### src/rtl/core/led_display_two_wire_writer_macros.svh
// Assertion macros shared by the two-wire LED display writer RTL.
`ifndef LED_DISPLAY_TWO_WIRE_WRITER_MACROS_SVH
`define LED_DISPLAY_TWO_WIRE_WRITER_MACROS_SVH

// Same-cycle implication, disabled while reset is asserted.
`define LDDW_ASSERT_SAME(lbl, clk, rst_n, ante, cons) \
    lbl: assert property (@(posedge clk) disable iff (!(rst_n)) (ante) |-> (cons)) \
        else $error("same-cycle check failed");

// Next-cycle implication, disabled while reset is asserted.
`define LDDW_ASSERT_NEXT(lbl, clk, rst_n, ante, cons) \
    lbl: assert property (@(posedge clk) disable iff (!(rst_n)) (ante) |=> (cons)) \
        else $error("next-cycle check failed");

`endif

### src/rtl/core/lddw_pkg.sv
// Types, codes and constants for the two-wire LED display writer.
package lddw_pkg;

    localparam int unsigned BYTE_W     = 8;
    localparam int unsigned NUM_DIGITS = 4;
    localparam int unsigned DIGIT_IDX_W = $clog2(NUM_DIGITS);
    localparam int unsigned BIT_CNT_W  = $clog2(BYTE_W);
    localparam int unsigned CMD_W      = 2;
    localparam int unsigned CFG_IDX_W  = 3;

    // Command codes on the input channel
    localparam logic [CMD_W-1:0] CMD_TICK    = 2'd0;
    localparam logic [CMD_W-1:0] CMD_INIT    = 2'd1;
    localparam logic [CMD_W-1:0] CMD_DISPLAY = 2'd2;

    // Configuration register indexes
    localparam logic [CFG_IDX_W-1:0] REG_MODE_CMD = 3'd0;
    localparam logic [CFG_IDX_W-1:0] REG_SETTING  = 3'd1;
    localparam logic [CFG_IDX_W-1:0] REG_DIGIT0   = 3'd2;
    localparam logic [CFG_IDX_W-1:0] REG_DIGIT1   = 3'd3;
    localparam logic [CFG_IDX_W-1:0] REG_DIGIT2   = 3'd4;
    localparam logic [CFG_IDX_W-1:0] REG_DIGIT3   = 3'd5;

    // Configuration reset values
    localparam logic [BYTE_W-1:0] MODE_CMD_RST = 8'd72;
    localparam logic [BYTE_W-1:0] SETTING_RST  = 8'd1;
    localparam logic [BYTE_W-1:0] DIGIT0_RST   = 8'd104;
    localparam logic [BYTE_W-1:0] DIGIT1_RST   = 8'd106;
    localparam logic [BYTE_W-1:0] DIGIT2_RST   = 8'd108;
    localparam logic [BYTE_W-1:0] DIGIT3_RST   = 8'd110;

    localparam logic [DIGIT_IDX_W-1:0] LAST_DIGIT = DIGIT_IDX_W'(NUM_DIGITS - 1);
    localparam logic [BIT_CNT_W-1:0]   LAST_BIT   = BIT_CNT_W'(BYTE_W - 1);

    // Pin phases of one transaction
    typedef enum logic [3:0] {
        PH_IDLE    = 4'd0,
        PH_START_D = 4'd1,
        PH_START_C = 4'd2,
        PH_BIT_D   = 4'd3,
        PH_BIT_CH  = 4'd4,
        PH_BIT_CL  = 4'd5,
        PH_ACK_D   = 4'd6,
        PH_ACK_CH  = 4'd7,
        PH_ACK_CL  = 4'd8,
        PH_STOP_C  = 4'd9,
        PH_STOP_D  = 4'd10
    } phase_t;

    typedef struct packed {
        logic [BYTE_W-1:0]                  mode_cmd;
        logic [BYTE_W-1:0]                  setting;
        logic [NUM_DIGITS-1:0][BYTE_W-1:0]  digit_addr;
    } lddw_cfg_t;

    typedef struct packed {
        logic clock_line;
        logic data_line;
        logic busy_res;
        logic sequence_done;
        logic request_ignored;
    } lddw_result_t;

endpackage

### src/rtl/core/lddw_cfg_regs.sv
// Configuration register file: mode, setting and digit address bytes.
module lddw_cfg_regs (
    input  logic                               aclk,
    input  logic                               aresetn,
    input  logic                               cfg_wr_en,
    input  logic [lddw_pkg::CFG_IDX_W-1:0]     cfg_index,
    input  logic [lddw_pkg::BYTE_W-1:0]        cfg_wr_data,
    output lddw_pkg::lddw_cfg_t                cfg
);

    lddw_pkg::lddw_cfg_t cfg_reg;

    // Writes to an index beyond the list fall into the default arm
    always_ff @(posedge aclk) begin
        if (!aresetn) begin
            cfg_reg.mode_cmd      <= lddw_pkg::MODE_CMD_RST;
            cfg_reg.setting       <= lddw_pkg::SETTING_RST;
            cfg_reg.digit_addr[0] <= lddw_pkg::DIGIT0_RST;
            cfg_reg.digit_addr[1] <= lddw_pkg::DIGIT1_RST;
            cfg_reg.digit_addr[2] <= lddw_pkg::DIGIT2_RST;
            cfg_reg.digit_addr[3] <= lddw_pkg::DIGIT3_RST;
        end else if (cfg_wr_en) begin
            case (cfg_index)
                lddw_pkg::REG_MODE_CMD: cfg_reg.mode_cmd      <= cfg_wr_data;
                lddw_pkg::REG_SETTING:  cfg_reg.setting       <= cfg_wr_data;
                lddw_pkg::REG_DIGIT0:   cfg_reg.digit_addr[0] <= cfg_wr_data;
                lddw_pkg::REG_DIGIT1:   cfg_reg.digit_addr[1] <= cfg_wr_data;
                lddw_pkg::REG_DIGIT2:   cfg_reg.digit_addr[2] <= cfg_wr_data;
                lddw_pkg::REG_DIGIT3:   cfg_reg.digit_addr[3] <= cfg_wr_data;
                default: ;
            endcase
        end
    end

    assign cfg = cfg_reg;

endmodule

### src/rtl/core/lddw_engine.sv
// Pin phase sequencer: start, eight bits plus dummy ack per byte, stop.
module lddw_engine (
    input  logic                                aclk,
    input  logic                                aresetn,
    input  logic                                step,
    input  logic [lddw_pkg::CMD_W-1:0]          cmd,
    input  logic [lddw_pkg::BYTE_W-1:0]         digit_a,
    input  logic [lddw_pkg::BYTE_W-1:0]         digit_b,
    input  logic [lddw_pkg::BYTE_W-1:0]         digit_c,
    input  logic [lddw_pkg::BYTE_W-1:0]         digit_d,
    input  lddw_pkg::lddw_cfg_t                 cfg,
    output lddw_pkg::lddw_result_t              result
);

    lddw_pkg::phase_t                        phase_reg, phase_next;
    logic [lddw_pkg::BIT_CNT_W-1:0]          bit_count_reg, bit_count_next;
    logic [lddw_pkg::BYTE_W-1:0]             shift_byte_reg, shift_byte_next;
    logic [lddw_pkg::DIGIT_IDX_W-1:0]        txn_index_reg, txn_index_next;
    logic                                    second_byte_reg, second_byte_next;
    logic                                    job_display_reg, job_display_next;
    logic                                    clock_level_reg, clock_level_next;
    logic                                    data_level_reg, data_level_next;
    logic                                    digit_wr;
    logic [lddw_pkg::BYTE_W-1:0]             digit_store_reg [lddw_pkg::NUM_DIGITS];
    logic [lddw_pkg::BYTE_W-1:0]             first_byte, second_byte;
    logic                                    done, ignored;

    // Bytes of the current transaction
    assign first_byte  = job_display_reg ? cfg.digit_addr[txn_index_reg] : cfg.mode_cmd;
    assign second_byte = job_display_reg ? digit_store_reg[txn_index_reg] : cfg.setting;

    // Next state and result flags
    always_comb begin
        phase_next       = phase_reg;
        bit_count_next   = bit_count_reg;
        shift_byte_next  = shift_byte_reg;
        txn_index_next   = txn_index_reg;
        second_byte_next = second_byte_reg;
        job_display_next = job_display_reg;
        clock_level_next = clock_level_reg;
        data_level_next  = data_level_reg;
        digit_wr         = 1'b0;
        done             = 1'b0;
        ignored          = 1'b0;
        case (cmd)
            lddw_pkg::CMD_INIT, lddw_pkg::CMD_DISPLAY: begin
                if (phase_reg != lddw_pkg::PH_IDLE) begin
                    ignored = 1'b1;
                end else begin
                    job_display_next = (cmd == lddw_pkg::CMD_DISPLAY);
                    digit_wr         = (cmd == lddw_pkg::CMD_DISPLAY);
                    txn_index_next   = '0;
                    second_byte_next = 1'b0;
                    bit_count_next   = '0;
                    phase_next       = lddw_pkg::PH_START_D;
                end
            end
            lddw_pkg::CMD_TICK: begin
                case (phase_reg)
                    lddw_pkg::PH_IDLE: ;
                    lddw_pkg::PH_START_D: begin
                        data_level_next = 1'b0;
                        phase_next      = lddw_pkg::PH_START_C;
                    end
                    lddw_pkg::PH_START_C: begin
                        clock_level_next = 1'b0;
                        shift_byte_next  = first_byte;
                        bit_count_next   = '0;
                        second_byte_next = 1'b0;
                        phase_next       = lddw_pkg::PH_BIT_D;
                    end
                    lddw_pkg::PH_BIT_D: begin
                        data_level_next = shift_byte_reg[lddw_pkg::BYTE_W-1];
                        phase_next      = lddw_pkg::PH_BIT_CH;
                    end
                    lddw_pkg::PH_BIT_CH: begin
                        clock_level_next = 1'b1;
                        phase_next       = lddw_pkg::PH_BIT_CL;
                    end
                    lddw_pkg::PH_BIT_CL: begin
                        clock_level_next = 1'b0;
                        shift_byte_next  = {shift_byte_reg[lddw_pkg::BYTE_W-2:0], 1'b0};
                        if (bit_count_reg == lddw_pkg::LAST_BIT) begin
                            bit_count_next = '0;
                            phase_next     = lddw_pkg::PH_ACK_D;
                        end else begin
                            bit_count_next = bit_count_reg + 1'b1;
                            phase_next     = lddw_pkg::PH_BIT_D;
                        end
                    end
                    lddw_pkg::PH_ACK_D: begin
                        data_level_next = 1'b0;
                        phase_next      = lddw_pkg::PH_ACK_CH;
                    end
                    lddw_pkg::PH_ACK_CH: begin
                        clock_level_next = 1'b1;
                        phase_next       = lddw_pkg::PH_ACK_CL;
                    end
                    lddw_pkg::PH_ACK_CL: begin
                        clock_level_next = 1'b0;
                        if (!second_byte_reg) begin
                            second_byte_next = 1'b1;
                            shift_byte_next  = second_byte;
                            bit_count_next   = '0;
                            phase_next       = lddw_pkg::PH_BIT_D;
                        end else begin
                            phase_next = lddw_pkg::PH_STOP_C;
                        end
                    end
                    lddw_pkg::PH_STOP_C: begin
                        clock_level_next = 1'b1;
                        phase_next       = lddw_pkg::PH_STOP_D;
                    end
                    lddw_pkg::PH_STOP_D: begin
                        data_level_next = 1'b1;
                        if (job_display_reg && (txn_index_reg != lddw_pkg::LAST_DIGIT)) begin
                            txn_index_next = txn_index_reg + 1'b1;
                            phase_next     = lddw_pkg::PH_START_D;
                        end else begin
                            txn_index_next = '0;
                            phase_next     = lddw_pkg::PH_IDLE;
                            done           = 1'b1;
                        end
                    end
                    default: phase_next = lddw_pkg::PH_IDLE;
                endcase
            end
            default: ;
        endcase
    end

    // Control state
    always_ff @(posedge aclk) begin
        if (!aresetn) begin
            phase_reg       <= lddw_pkg::PH_IDLE;
            bit_count_reg   <= '0;
            shift_byte_reg  <= '0;
            txn_index_reg   <= '0;
            second_byte_reg <= 1'b0;
            job_display_reg <= 1'b0;
            clock_level_reg <= 1'b1;
            data_level_reg  <= 1'b1;
        end else if (step) begin
            phase_reg       <= phase_next;
            bit_count_reg   <= bit_count_next;
            shift_byte_reg  <= shift_byte_next;
            txn_index_reg   <= txn_index_next;
            second_byte_reg <= second_byte_next;
            job_display_reg <= job_display_next;
            clock_level_reg <= clock_level_next;
            data_level_reg  <= data_level_next;
        end
    end

    // Digit bytes latched on an accepted display request
    always_ff @(posedge aclk) begin
        if (step && digit_wr) begin
            digit_store_reg[0] <= digit_a;
            digit_store_reg[1] <= digit_b;
            digit_store_reg[2] <= digit_c;
            digit_store_reg[3] <= digit_d;
        end
    end

    // Pin levels and flags after this transfer
    always_comb begin
        result.clock_line      = clock_level_next;
        result.data_line       = data_level_next;
        result.busy_res        = (phase_next != lddw_pkg::PH_IDLE);
        result.sequence_done   = done;
        result.request_ignored = ignored;
    end

endmodule

### src/rtl/core/lddw_out_stage.sv
// Result register with a skid entry so input and output stalls are decoupled.
module lddw_out_stage (
    input  logic                      aclk,
    input  logic                      aresetn,
    input  logic                      in_fire,
    input  lddw_pkg::lddw_result_t    in_data,
    output logic                      in_ready,
    output logic                      out_valid,
    input  logic                      out_ready,
    output lddw_pkg::lddw_result_t    out_data
);

    logic                     main_valid_reg;
    logic                     skid_valid_reg;
    lddw_pkg::lddw_result_t   main_data_reg;
    lddw_pkg::lddw_result_t   skid_data_reg;

    // Valid flags
    always_ff @(posedge aclk) begin
        if (!aresetn) begin
            main_valid_reg <= 1'b0;
            skid_valid_reg <= 1'b0;
        end else if (main_valid_reg && !out_ready) begin
            if (in_fire) begin
                skid_valid_reg <= 1'b1;
            end
        end else begin
            main_valid_reg <= skid_valid_reg || in_fire;
            skid_valid_reg <= 1'b0;
        end
    end

    // Payload
    always_ff @(posedge aclk) begin
        if (main_valid_reg && !out_ready) begin
            if (in_fire) begin
                skid_data_reg <= in_data;
            end
        end else if (skid_valid_reg) begin
            main_data_reg <= skid_data_reg;
        end else if (in_fire) begin
            main_data_reg <= in_data;
        end
    end

    assign in_ready  = !skid_valid_reg;
    assign out_valid = main_valid_reg;
    assign out_data  = main_data_reg;

endmodule

### src/rtl/core/led_display_two_wire_writer.sv
// A transfer's result is registered in the result stage before it appears on the m_ side.
// Throughput: one input transfer per cycle while s_ready is high; the phase engine state is registered per transfer.
// A two-entry result stage keeps s_ready high while one result waits on m_ready.
// Reset (aresetn low, synchronous): engine idle, both pins high, config at defaults.
// The digit store has no reset; it is written by every display request that starts a sequence, before use.
module led_display_two_wire_writer (
    input  logic                               aclk,
    input  logic                               aresetn,
    input  logic                               cfg_wr_en,
    input  logic [lddw_pkg::CFG_IDX_W-1:0]     cfg_index,
    input  logic [lddw_pkg::BYTE_W-1:0]        cfg_wr_data,
    input  logic                               s_valid,
    output logic                               s_ready,
    input  logic [lddw_pkg::CMD_W-1:0]         s_cmd,
    input  logic [lddw_pkg::BYTE_W-1:0]        s_digit_a,
    input  logic [lddw_pkg::BYTE_W-1:0]        s_digit_b,
    input  logic [lddw_pkg::BYTE_W-1:0]        s_digit_c,
    input  logic [lddw_pkg::BYTE_W-1:0]        s_digit_d,
    output logic                               m_valid,
    input  logic                               m_ready,
    output logic                               m_clock_line,
    output logic                               m_data_line,
    output logic                               m_busy_res,
    output logic                               m_sequence_done,
    output logic                               m_request_ignored
);

`include "led_display_two_wire_writer_macros.svh"

    lddw_pkg::lddw_cfg_t      cfg;
    lddw_pkg::lddw_result_t   eng_result;
    lddw_pkg::lddw_result_t   out_result;
    logic                     in_fire;

    assign in_fire = s_valid && s_ready;

    // Configuration registers
    lddw_cfg_regs u_cfg_regs (
        .aclk        (aclk),
        .aresetn     (aresetn),
        .cfg_wr_en   (cfg_wr_en),
        .cfg_index   (cfg_index),
        .cfg_wr_data (cfg_wr_data),
        .cfg         (cfg)
    );

    // Phase sequencer, advanced once per accepted transfer
    lddw_engine u_engine (
        .aclk    (aclk),
        .aresetn (aresetn),
        .step    (in_fire),
        .cmd     (s_cmd),
        .digit_a (s_digit_a),
        .digit_b (s_digit_b),
        .digit_c (s_digit_c),
        .digit_d (s_digit_d),
        .cfg     (cfg),
        .result  (eng_result)
    );

    // Result register and skid entry
    lddw_out_stage u_out_stage (
        .aclk      (aclk),
        .aresetn   (aresetn),
        .in_fire   (in_fire),
        .in_data   (eng_result),
        .in_ready  (s_ready),
        .out_valid (m_valid),
        .out_ready (m_ready),
        .out_data  (out_result)
    );

    assign m_clock_line      = out_result.clock_line;
    assign m_data_line       = out_result.data_line;
    assign m_busy_res        = out_result.busy_res;
    assign m_sequence_done   = out_result.sequence_done;
    assign m_request_ignored = out_result.request_ignored;

    // Checks on the result stream and the skid stage
    `LDDW_ASSERT_SAME(a_done_not_busy, aclk, aresetn, m_valid && m_sequence_done, !m_busy_res)
    `LDDW_ASSERT_SAME(a_ignored_busy, aclk, aresetn, m_valid && m_request_ignored, m_busy_res)
    `LDDW_ASSERT_SAME(a_idle_bus_high, aclk, aresetn, m_valid && !m_busy_res, m_clock_line && m_data_line)
    `LDDW_ASSERT_SAME(a_skid_needs_main, aclk, aresetn, !s_ready, m_valid)
    `LDDW_ASSERT_NEXT(a_stall_holds_skid, aclk, aresetn, !s_ready && !m_ready, !s_ready)

endmodule
### config.mk
export PLATFORM = sky130hd
export DESIGN_NAME = led_display_two_wire_writer
export DESIGN_NICKNAME = d
export VERILOG_FILES = /design/src/rtl/core/lddw_pkg.sv /design/src/rtl/core/lddw_cfg_regs.sv /design/src/rtl/core/lddw_engine.sv /design/src/rtl/core/lddw_out_stage.sv /design/src/rtl/core/led_display_two_wire_writer.sv
export VERILOG_INCLUDE_DIRS = /design/src /design/src/rtl/core
export SDC_FILE = /design/constraint.sdc
export NUM_CORES = 1
export LEC_CHECK = 0
export BUFFER_PORTS_ARGS = -buffer_cell sky130_fd_sc_hd__clkbuf_2
export CORE_MARGIN = 2
export CORE_UTILIZATION = 50
export CTS_CLUSTER_SIZE = 24
export DETAILED_ROUTE_END_ITERATION = 12
export GPL_TIMING_DRIVEN = 0
export PLACE_DENSITY = 0.7
export SLEW_MARGIN = 25
export SYNTH_ARGS = -nofsm -noshare
export SYNTH_HDL_FRONTEND = slang
export SYNTH_SLANG_ARGS = --single-unit
### constraint.sdc
create_clock -name aclk -period 2.5 [get_ports aclk]
set_input_delay 0.375 -clock aclk [delete_from_list [all_inputs] [get_ports aclk]]
set_output_delay 0.375 -clock aclk [all_outputs]
set_load 0.03 [all_outputs]
* Word-level counts from Yosys, hierarchy flattened
Memory sizes are Yosys's and may differ from the RTL's. A register that Yosys moved wholly into a read port is not among the register bits. Cells that the tools add are included.
Word-level totals: bits in registers 81, bits in writable memories 32, input bits 50, output and inout port bits 7, logic and storage cells 131, memories kept 1
Memories:
- u_engine.digit_store_reg | depth 4, bits a word 8, rd ports 1, clocked after memory_dff 1, wr ports 4, RTL line lddw_engine.sv:24 | logic [lddw_pkg::BYTE_W-1:0] digit_store_reg [lddw_pkg::NUM_DIGITS];
Cells by class: add/subtract/negate cells 2, $lt $le $gt $ge 1, equality and inequality tests 25, mux-type cells 41, bitwise gates (word level) 2, reduce and logical (&&, ||, !) cells 33
Operator list (number):
- case mux 4 bit (11 select lines) | 1
- two-way mux 8 bit | 4
- case mux 8 bit (3 select lines) | 1
- AND reduction 2 bit | 9
- binary-select mux 8 bit (select 2 bit) | 1
- == test 4 x 3 -> 1 bit, second input constant | 4
- two-way mux 1 bit | 13
- == test 4 bit, second input constant | 3
- two-way mux 3 bit | 4
- AND reduction 4 bit | 3
- two-way mux 2 bit | 5
- two-way mux 5 bit | 2
- == test 3 bit, second input constant | 3
- case mux 3 bit (3 select lines) | 1
- == test 4 x 2 -> 1 bit, second input constant | 2
- two-way mux 4 bit | 2
- case mux 4 bit (2 select lines) | 1
- nonzero test 4 bit | 2
- == test 3 x 2 -> 1 bit, second input constant | 2
- inequality test 2 bit, second input constant | 3
- inequality test 3 bit, second input constant | 2
- case mux 1 bit (2 select lines) | 3
- case mux 3 bit (2 select lines) | 1
- OR reduction 3 bit | 2
- other kinds (23) | 30

* Longest topological paths before layout
depth in word-level cells 8, depth in mapped cells 8, mapped depth without buffers 7

* Hierarchy
From an unflattened synthesis, not the netlist that was laid out.
Unflattened totals: cell total of the unflattened synthesis 486, area total of the unflattened synthesis 5403.9 um2
Modules (own cells, without submodules):
- lddw_engine | instances 1, cells an instance 283, area an instance 3065.4 um2
- lddw_cfg_regs | instances 1, cells an instance 177, area an instance 1861.8 um2
- lddw_out_stage | instances 1, cells an instance 25, area an instance 470.5 um2
- led_display_two_wire_writer | instances 1, cells an instance 1, area an instance 6.3 um2

* Least setup slack after synthesis
No wires, ideal clock.
kind register -> register, start register u_engine.phase_reg[0], end memory u_engine.digit_store_reg[0][0] in the netlist's numbering, enable pin, setup time 0.392 ns, data arrival time 1.691 ns, required time 2.108 ns, path slack 0.417 ns, stages on the path, launching flop included 4, path buffers 1, cell sequence dfxtp_1 -> buf_6 -> nor4_4 -> and4_1
RTL lines:
- from (decl) | RTL line lddw_engine.sv:15 | lddw_pkg::phase_t phase_reg, phase_next;
- from (signal assigned) | RTL line lddw_engine.sv:135 | phase_reg <= lddw_pkg::PH_IDLE;
- from (signal assigned) | RTL line lddw_engine.sv:144 | phase_reg <= phase_next;
- to (decl) | RTL line lddw_engine.sv:24

* Worst setup path after layout
start register u_engine.phase_reg[3], end register u_out_stage.main_data_reg (netlist bit u_out_stage.out_data[2]) (data pin)
On the way: word-level cells in the longest chain between the ends 6, elaborated cells between the ends (all ways) 18
RTL lines:
- == test 4 bit, or another cell as far along | RTL line lddw_engine.sv:59 | case (phase_reg)
- case mux 4 bit (11 select lines) / two-way mux 4 bit (equally long branches) | RTL line lddw_engine.sv:59, lddw_engine.sv:47
- case mux 4 bit (2 select lines) * | RTL line lddw_engine.sv:45 | case (cmd)
- nonzero test 4 bit * | RTL line lddw_engine.sv:169 | result.busy_res = (phase_next != lddw_pkg::PH_IDLE);
- two-way mux 5 bit * | RTL line lddw_out_stage.sv:41 | end else if (in_fire) begin
- two-way mux 5 bit * | RTL line lddw_out_stage.sv:39 | end else if (skid_valid_reg) begin
- to (signal assigned) | RTL line lddw_out_stage.sv:40 | main_data_reg <= skid_data_reg;
- to (signal assigned) | RTL line lddw_out_stage.sv:42 | main_data_reg <= in_data;
- to (decl) | RTL line lddw_out_stage.sv:15 | lddw_pkg::lddw_result_t main_data_reg;
Every way passes the cells marked *; elsewhere a longest branch is shown, timed or not. The select of a mux whose other input is x is not followed. A chain may end at the register's enable or synchronous reset.

==> impl_metrics.tcl <==
set metrics [dict create \
    skew_ns 0.006529 \
    slew_headroom 0.3750 \
    p_leak_nw 2.403 \
    cp-end-kind "register" \
    drive_above_1_share 0.2178 \
    gp_congestion 0.8922 \
    crit_end "u_out_stage.out_data[2]" \
    cts_max_level 4 \
    grt_max_degree 34 \
    fillers 837 \
    fin_nets 640 \
    final_cell_mix "nand2_1 (116), dfxtp_1 (73), clkbuf_2 (55)" \
    vias 4207 \
    r2r_end "u_out_stage.out_data[2]" \
    grt_pass1_vias 4168 \
    r2r_slack_ns 0.39 \
    synth_edf_count 42 \
    grt.total_usage 0.2406 \
    multi_input_area_um2 2430 \
    fin_crit_ns 2.106 \
    cts_buffer_depth 2 \
    drc 0 \
    syn-cell-area_um2 5331 \
    critical_path.max_fanout 10 \
    drt-initial-drc-count 280 \
    antenna_found_initial 0 \
    tightest_slew_ns 0.9304 \
    postRouteWirelength_um 12940 \
    worstReg2RegStart "u_engine.phase_reg[3]" \
    total_power_mw 4.777 \
    worstPathArrival_ns 2.36 \
    cts_resized 0 \
    seq_area_um2 2723 \
    drv_cap 0 \
    postCtsSetupRepairBufs 0 \
    required_ns 2.76 \
    syn_area_per_cell_um2 10.45 \
    met2_length_um 6486 \
    hp-class "input pin to register" \
    routed_via_density 5.739 \
    area_growth_pct 19.57 \
    drtPass1Iterations 5 \
    initial_utilization 0.5164 \
    cts_root_buffer "clkbuf_8" \
    top_layer "met4" \
    cp-start-kind "register" \
    cts_made_buffers 17 \
    final_common_cell "nand2_1" \
    antenna_cells 0 \
    rows 37 \
    place_ws_ns 0.1362 \
    die_h_um 107.3 \
    drv_slew 0 \
    vdd.ir_drop.worst_mv 0.4905 \
    ant_nets 0 \
    dr_wl_met3_um 675 \
    syn_inst 510 \
    critPathKind "register to register" \
    clk_latency_ns 0.51 \
    critPathLaunch "u_engine.phase_reg[3]" \
    fmax_mhz 474.8 \
    wl_per_cell_um 17.66 \
    path_clk_slew_ns 0.06 \
    hold_viol_final 0 \
    io_pins 57 \
    yosys_warnings 0 \
    cts.sinks 115 \
    synthTopCellsByArea "dfxtp_1 (27%), edfxtp_1 (24%), nand2_1 (8.2%), mux4_2 (6.8%), a21boi_0 (3.4%)" \
    status "completed" \
    ys_ff_latch 115 \
    coreArea_um2 10320 \
    final_area_um2 6375 \
    setup_viol 0 \
    min_from "s_digit_b[6]" \
    yosysTopAreaCell "dfxtp_1" \
    async_flop_share 0 \
    overflow 0 \
    synth.distinct_cells 65 \
    hpwl_um 9100 \
    rsz0062_at_grt "no" \
    setup_ws_ns 0.3936 \
    drt-met1-wl_um 5649 \
    synth_top_area_frac 0.2741 \
    dpl-instance-area_um2 5778 \
    cts_hold_buf 0 \
    cellPowerDensity_nw_per_um2 749.3 \
    portBuffers 55 \
    die_width_um 107.3 \
    die_area_um2 11500 \
    largest_register_ffs 48 \
    seq_area_frac_synth 0.5107 \
    finalCritPeriodShare 0.8425 \
    cts_tree "done" \
    r2r_cells 7 \
    synthFlopType "dfxtp_1" \
    grt_pass1_wl_um 21220 \
    synth_fp_nets 566 \
]
[metal layers]
layer	vias to the layer above	track usage
li1	2023	-
met1	2039	0.3137
met2	133	0.3996
met3	12	0.06174
met4	0	0.06494
met5	-	0
[how the worst min path moves through the flow]
stage / end / slack [ns] / depth (start not counted)
finish: u_engine.digit_store_reg[1][6] / 0.03 / 1
global placement: u_cfg_regs.cfg[42] / 0.44 / 2
floorplan: u_cfg_regs.cfg[42] / 0.44 / 2
detailed placement: u_cfg_regs.cfg[42] / 0.45 / 2
CTS: u_engine.digit_store_reg[1][6] / 0.02 / 1
global route: u_engine.digit_store_reg[2][6] / 0.01 / 1
[synthesized netlist by cell type (6+ instances only)]
| cell | n |
|---|---|
| a21boi_0 | 24 |
| a21boi_1 | 7 |
| a21oi_1 | 15 |
| a22o_1 | 6 |
| a22oi_1 | 6 |
| a31oi_1 | 7 |
| a32o_1 | 6 |
| buf_2 | 6 |
| clkbuf_1 | 12 |
| dfxtp_1 | 73 |
| edfxtp_1 | 42 |
| ha_1 | 6 |
| inv_1 | 8 |
| mux4_2 | 16 |
| nand2_1 | 116 |
| nand2b_1 | 7 |
| nand3_1 | 25 |
| nor2_1 | 18 |
| nor2b_1 | 15 |
| o21ai_0 | 10 |
| o21ai_1 | 7 |
[power breakdown]
group	leakage (nW)	total (mW)	switching, mW	internal, mW
clock	0.282	2.42	0.894	1.52
sequential	0.973	2.02	0.0243	1.99
combinational	1.15	0.340	0.207	0.133
[metrics by stage]
| step | utilization | cells | hold WS, ns | setup TNS [ns] |
|---|---|---|---|---|
| 2_1_floorplan | - | 510 | 0.4353 | 0 |
| 3_3_place_gp | 0.5596 | 701 | 0.4418 | -1.473 |
| 3_5_place_dp | 0.5597 | 701 | 0.4483 | 0 |
| 4_1_cts | 0.6175 | 733 | 0.02024 | 0 |
| 5_1_grt | 0.6175 | 733 | 0.01338 | 0 |
| 6_report | 0.6175 | 733 | 0.03485 | 0 |
[critical path, cell delays in order, from the launching register on]
cell	delay, ns
dfxtp_1	0.47
buf_6	0.18
buf_2	0.20
nor2_1	0.07
o31ai_1	0.23
a22oi_1	0.18
nor4_2	0.39
a31oi_1	0.13
[cell type report]
class                           instances  area share
Buffer                                 27     0.02296
Clock buffer                           17     0.06497
Clock inverter                         15     0.02866
Inverter                                9    0.005299
Multi-Input combinational cell        359      0.3812
Sequential cell                       115      0.4271
Tap cell                              136     0.02669
Timing Repair Buffer                   55     0.04318
[logic make-up (layout without fill, tap and decap cells)]
family | count (synthesis) | in the layout | synth area share
compound gates | 116 | 116 | 0.1586
buf+inv | 36 | 123 | 0.03379
fa+ha+maj | 6 | 6 | 0.01408
mux | 24 | 24 | 0.08402
xor+xnor | 1 | 1 | 0.001643
simple gates | 212 | 212 | 0.1971
flops | 115 | 115 | 0.5107
(Power assumes the default switching activity.)
